**config.mk**
```make
export PLATFORM = sky130hd
export DESIGN_NAME = pcsc_div
export DESIGN_NICKNAME = d
export VERILOG_FILES = /design/src/rtl/pcsc_pkg.sv /design/src/rtl/pcsc_div.sv
export SDC_FILE = /design/constraint.sdc
export NUM_CORES = 2
export LEC_CHECK = 0
export BUFFER_PORTS_ARGS = -buffer_cell sky130_fd_sc_hd__buf_4
export CAP_MARGIN = 15
export CORE_MARGIN = 5
export CORE_UTILIZATION = 23
export CTS_CLUSTER_DIAMETER = 150
export CTS_CLUSTER_SIZE = 24
export DETAILED_ROUTE_END_ITERATION = 8
export PLACE_DENSITY = 0.45
export RECOVER_POWER = 100
export SLEW_MARGIN = 5
export SYNTH_ARGS = -nofsm -noshare
export SYNTH_HDL_FRONTEND = slang
export SYNTH_SLANG_ARGS = --single-unit
export TNS_END_PERCENT = 50
```
**constraint.sdc**
```tcl
create_clock -name clk_i -period 3.8 [get_ports clk_i]
set_input_delay 0.76 -clock clk_i [delete_from_list [all_inputs] [get_ports clk_i]]
set_output_delay 0.76 -clock clk_i [all_outputs]
set_load 0.02 [all_outputs]
```
**src/rtl/pcsc_pkg.sv**
```systemverilog
package pcsc_pkg;

  // Fixed point format of the pixel channels
  localparam int FRAC_BITS = 15;
  localparam int FIELD_W   = 17;
  localparam int COEF_BITS = 16;
  localparam int ONE       = 1 << FRAC_BITS;
  localparam int HALF      = ONE >> 1;

  // Pipeline shape
  localparam int FRONT_STAGES = 5;
  localparam int DIV_STEPS    = FRAC_BITS + 1;
  localparam int PIPE_DEPTH   = FRONT_STAGES + DIV_STEPS;

  // Divider widths: hue numerator/divisor and saturation divisor
  localparam int HN_W = FIELD_W + 3;
  localparam int SD_W = FIELD_W;

  // Stream and register port widths
  localparam int DATA_W = ((3 * FIELD_W + 7) / 8) * 8;
  localparam int ADDR_W = 3;

  localparam logic [0:0] REG_CONVERSION_MODE = 1'b0;

  // Colour coefficients, 16 fraction bits
  localparam logic signed [17:0] K_YR  = 18'sd13933;
  localparam logic signed [17:0] K_YG  = 18'sd46871;
  localparam logic signed [17:0] K_YB  = 18'sd4732;
  localparam logic signed [17:0] K_CR  = 18'sd46727;
  localparam logic signed [17:0] K_CB  = 18'sd36962;
  localparam logic signed [17:0] K_RCR = 18'sd91947;
  localparam logic signed [17:0] K_GCR = 18'sd46793;
  localparam logic signed [17:0] K_GCB = 18'sd22544;
  localparam logic signed [17:0] K_BCB = 18'sd116195;

  localparam logic signed [39:0] FIELD_MIN = -(40'sd1 <<< (FIELD_W - 1));
  localparam logic signed [39:0] FIELD_MAX = (40'sd1 <<< (FIELD_W - 1)) - 40'sd1;

  typedef enum logic [2:0] {
    MODE_SWAP      = 3'd0,
    MODE_RGB2HSV   = 3'd1,
    MODE_HSV2RGB   = 3'd2,
    MODE_RGB2YCRCB = 3'd3,
    MODE_YCRCB2RGB = 3'd4,
    MODE_RGB2GRAY  = 3'd5
  } mode_e;

  typedef logic signed [FIELD_W-1:0] field_t;

  typedef struct packed {
    field_t ch0;
    field_t ch1;
    field_t ch2;
    logic   last;
  } pixel_t;

  typedef struct packed {
    pixel_t pix;
    logic   is_hsv;
    logic   hz;
    logic   ssat;
    logic   szero;
  } pass_t;

  typedef struct packed {
    pass_t                p;
    logic [HN_W-1:0]      h_rem;
    logic [HN_W-1:0]      h_den;
    logic [DIV_STEPS-1:0] h_quo;
    logic [SD_W-1:0]      s_rem;
    logic [SD_W-1:0]      s_den;
    logic [DIV_STEPS-1:0] s_quo;
    logic [DIV_STEPS-1:0] s_num;
  } div_t;

  function automatic logic signed [39:0] rnd_coef(input logic signed [39:0] x);
    return (x + (40'sd1 <<< (COEF_BITS - 1))) >>> COEF_BITS;
  endfunction

  function automatic logic signed [39:0] rnd_frac(input logic signed [39:0] x);
    return (x + (40'sd1 <<< (FRAC_BITS - 1))) >>> FRAC_BITS;
  endfunction

  function automatic field_t sat_field(input logic signed [39:0] x);
    if (x < FIELD_MIN) return FIELD_MIN[FIELD_W-1:0];
    if (x > FIELD_MAX) return FIELD_MAX[FIELD_W-1:0];
    return x[FIELD_W-1:0];
  endfunction

  function automatic field_t clamp_unit(input logic signed [39:0] x);
    if (x < 40'sd0) return '0;
    if (x > 40'(ONE)) return FIELD_W'(ONE);
    return x[FIELD_W-1:0];
  endfunction

endpackage

```
**src/rtl/pcsc_div.sv**
```systemverilog
module pcsc_div (
  input  logic           clk_i,
  input  logic           en_i,
  input  pcsc_pkg::div_t div_i,
  output pcsc_pkg::div_t div_o
);
  import pcsc_pkg::*;

  // One quotient bit of hue and of saturation per stage
  function automatic div_t div_step(input div_t x);
    logic [HN_W:0] hr;
    logic [SD_W:0] sr;
    div_t          y;
    y  = x;
    hr = {x.h_rem, 1'b0};
    if (hr >= {1'b0, x.h_den}) begin
      y.h_rem = HN_W'(hr - {1'b0, x.h_den});
      y.h_quo = {x.h_quo[DIV_STEPS-2:0], 1'b1};
    end else begin
      y.h_rem = hr[HN_W-1:0];
      y.h_quo = {x.h_quo[DIV_STEPS-2:0], 1'b0};
    end
    sr = {x.s_rem, x.s_num[DIV_STEPS-1]};
    if (sr >= {1'b0, x.s_den}) begin
      y.s_rem = SD_W'(sr - {1'b0, x.s_den});
      y.s_quo = {x.s_quo[DIV_STEPS-2:0], 1'b1};
    end else begin
      y.s_rem = sr[SD_W-1:0];
      y.s_quo = {x.s_quo[DIV_STEPS-2:0], 1'b0};
    end
    y.s_num = {x.s_num[DIV_STEPS-2:0], 1'b0};
    return y;
  endfunction

  div_t stg_q [DIV_STEPS];
  div_t stg_d [DIV_STEPS];

  for (genvar k = 0; k < DIV_STEPS; k++) begin : g_step
    if (k == 0) begin : g_first
      assign stg_d[k] = div_step(div_i);
    end else begin : g_next
      assign stg_d[k] = div_step(stg_q[k-1]);
    end
    always_ff @(posedge clk_i) begin
      if (en_i) begin
        stg_q[k] <= stg_d[k];
      end
    end
  end

  assign div_o = stg_q[DIV_STEPS-1];

endmodule

```
After elaboration in Yosys (flattened, before gate mapping)
Memories as Yosys holds them, arrays and structs flattened.
Index checks and enable logic that the tools add are counted.

storage, ports and cells
  bits of input ports = 180
  memories kept = 1
  register bits after elaboration = 0
  RAM bits = 2832
  logic and storage cells = 131

cells by class
  add/subtract/negate cells = 32
  muxes and demuxes = 66
  magnitude comparators = 32

memories
  name   depth  bits a word  rd ports  clocked after Yosys merged registers in  write ports  line            text
  stg_q  16     177          16        0                                        16           pcsc_div.sv:35  div_t stg_q [DIV_STEPS];

operators by type and width
  operator        count
  $ge 21x20->1    16
  $mux 20         16
  $sub 20x20->20  16
  $ge 18x17->1    16
  $mux 17         16
  $sub 17x17->17  16
  $mux 1          34

Logic depth before layout (Yosys ltp)
An unclocked memory read counts as a cell.

  word-level depth = 3
  depth in mapped cells = 15

Least setup slack after synthesis
OpenSTA, ideal clock, no wires.

  kind = input-to-reg
  from = input port div_i[15] (netlist name)
  to = memory stg_q[0][49] (netlist name) (data pin)
  arrival = 3.325 ns
  stages on the path = 13
  path buffers = 1
  path slack = 0.215 ns
  setup time = 0.260 ns
  cell sequence = inv_1 ha_1 inv_1 fa_1 a21oi_1 o21bai_1 a21oi_1 o21ai_0 a2111oi_0 o41ai_1 a31oi_1 buf_2 mux2_2

RTL lines
  element             line            text
  start: declaration  pcsc_div.sv:4   input pcsc_pkg::div_t div_i,
  end: declaration    pcsc_div.sv:35

==> flow_metrics.tcl <==
set metrics [dict create \
    fin_crit_ns 3.64 \
    relSlewSlack_pct -105 \
    drt-wirelength-per-cell_um 15.4 \
    crit_required_ns 4.42 \
    worstHoldPathType "in -> reg" \
    cts_tree "yes" \
    drc 0 \
    wl_met2_um 112000 \
    timing.final.max_slew_violations 65 \
    clock_sinks 2472 \
    fin_nets 9276 \
    numCtsBuffers 123 \
    vias 61300 \
    fp.dieArea_um2 502000 \
    syn_avg_cell_area_um2 14.0 \
    synthDistinctLibCells 97 \
    die_h_um 708 \
    dr_wl_met3_um 6650 \
    synth-edff-count 2472 \
    syn-instance-count 8019 \
    ir_worst_vdd_mv 0.370 \
    drive_gt1_share_pct 9.01 \
    fin_crit_sh_pct 95.8 \
    grt_pass1_wl_um 359000 \
    yosys-top-cells-count "2472 x edfxtp_1, 781 x inv_1, 592 x ha_1, 421 x nand2_1, 419 x a21oi_1" \
    violations "max-capacitance violations, max-slew violations" \
    fin_skew_ns 0.0431 \
    grt_max_degree 97 \
    maxClockFrequency_mhz 275 \
    root_buffer "clkbuf_16" \
    worst-setup-path-type "reg -> reg" \
    die_w_um 708 \
    fp-row-count 256 \
    ant_nets 0 \
    ys_seq_area_share_pct 66.2 \
    largest_reg_flops 2472 \
    top_layer "met5" \
    cap_viol_max_count 1 \
    largest_register "stg_q" \
    routabilityCongestion 0.862 \
    place_area_um2 123000 \
    htree_num_levels 3 \
    endpoint_kind "register" \
    clock_latency_ns 0.90 \
    core_area_um2 486000 \
    first_global_vias 63100 \
    setup_violations 0 \
    synth_most_common_cell "edfxtp_1" \
    layoutNonFillerInstCount 14900 \
    r2r_cells 11 \
    fillers 49400 \
    start_util_pct 23.1 \
    drt-initial-drc-count 3429 \
    clock_path_buffers 4 \
    ios 358 \
    start_kind "register" \
    synthToLayoutAreaGrowth_pct 12.3 \
    arrival_ns 4.26 \
    yosysWarnings 0 \
    setup_slack_ns 0.161 \
    antenna_found_initial 8 \
    dr.pass1.iters 5 \
    status "finished with violations" \
    timing.critical_path.fanout_max 15 \
    hold_slack_ns 0.160 \
    p_leak_nw 46.5 \
    hold_violations 0 \
    finalInstanceArea_um2 126000 \
    largestRegisters "stg_q x2472" \
    async_flop_share_pct 0 \
    synth_flop_cell "edfxtp_1" \
    synth_top_area_share_pct 66.2 \
    dp.cells 14700 \
    drt-vias-per-instance 4.10 \
    m1WireLength_um 102000 \
    place_hpwl_um 170000 \
    fin_setup_tns_ns 0 \
    worst_pin_slew_ns 3.07 \
    synth_seq_cells 2472 \
    synthesis.area_um2 112000 \
    holdPathStages 3 \
    drt_wl_total_um 230000 \
    yosysTopAreaCell "edfxtp_1" \
    power-per-cell-area_nw_per_um2 694 \
    clk_pin_slew_ns 0.10 \
    gr-usage-all-layers_pct 8.85 \
    gr-total-overflow 0 \
    synth.top_cells.by_area "edfxtp_1 66%, ha_1 6.6%, mux2_2 2.9%" \
    port_buffers 309 \
    dp_slack_ns -0.373 \
]
through the flow:
stage	util [%]	power, mW
CTS	26.2	89.4
finish	25.9	87.5
global route	25.9	93.8
detailed placement	25.3	73.8
global placement	25.3	73.0
floorplan	-	64.3
power breakdown:
| group | switching (mW) | internal, mW | total (mW) |
|---|---|---|---|
| clock network | 8.61 | 6.12 | 14.7 |
| logic | 18.2 | 15.1 | 33.3 |
| registers | 2.61 | 36.8 | 39.4 |
| total | 29.4 | 58.0 | 87.5 |
final cells by class:
| class | instances | area (um^2) | area share [%] |
|---|---|---|---|
| Clock inverter | 18 | 275 | 0.219 |
| Clock buffer | 127 | 3140 | 2.49 |
| Multi-Input combinational cell | 4468 | 33100 | 26.3 |
| Sequential cell | 2472 | 74200 | 58.9 |
| Timing Repair Buffer | 625 | 4200 | 3.33 |
| Tap cell | 6450 | 8070 | 6.41 |
| Antenna cell | 5 | 12.5 | 0.00993 |
| Inverter | 782 | 2940 | 2.33 |
what timing repair did:
item / CTS / global route
endpoints found under the setup margin: 1 / 22
hold endpoints to repair: 105 / 0
hold buffers: 105 / 0
buffers inserted: 0 / 0
pin swaps: 0 / 0
resized for setup: 1 / 3
cell usage in the layout (no fill, tap or decap), drive strengths merged, types with 54 or more instances in the layout:
cell type    Yosys  layout
a31oi           54      54
nand4           85      85
nor2           365     365
buf            226     144
a21o           232     232
dlygate4sd3      0     105
xor2           162     162
nand2          422     422
mux2           311     311
nand3          109     109
a21oi          428     428
nand2b          69      69
edfxtp        2472    2472
inv            782     794
o21a            70      70
xnor2          282     282
ha             592     592
nor3           105     105
clkbuf          86     503
o21ai          420     420
nor2b           97      97
metal layers:
metal | vias up | GRT usage [%]
li1 | 30200 | -
met1 | 29700 | 11.1
met2 | 1062 | 15.6
met3 | 347 | 1.00
met4 | 2 | 3.36
met5 | - | 0
kinds of logic after synthesis:
| kind of cell | count (synthesis) | share of synthesized area, % |
|---|---|---|
| AO/OA/AOI/OAI | 1625 | 9.32 |
| XOR/XNOR | 444 | 3.47 |
| adder cells (fa/ha/maj) | 624 | 7.18 |
| buffers and inverters | 1094 | 4.35 |
| flip-flops | 2472 | 66.2 |
| multiplexers | 341 | 3.45 |
| other | 1 | 0.00334 |
| AND/OR/NAND/NOR | 1418 | 6.03 |
worst max-delay path, cell delays in order (launching register included):
cell,delay [ns]
edfxtp_1,0.43
ha_1,0.42
nand3_1,0.13
nor3_1,0.37
o21a_1,0.18
o31a_1,0.21
nor3_2,0.07
o21ai_1,0.25
a221oi_1,0.16
o21a_2,0.22
inv_1,0.49
mux2_2,0.43
path summary, 6_finish.rpt:
check | startpoint | to | slack, ns
worst max-delay path | stg_q[1][465] | stg_q[1][640] | 0.16
worst min-delay path | div_i[56] | stg_q[0][56] | 0.16
worst max register to register | stg_q[1][465] | stg_q[1][640] | 0.16
worst min register to register | stg_q[0][856] | stg_q[0][1033] | 0.40
Note: power is estimated with default switching activity, not from simulation.
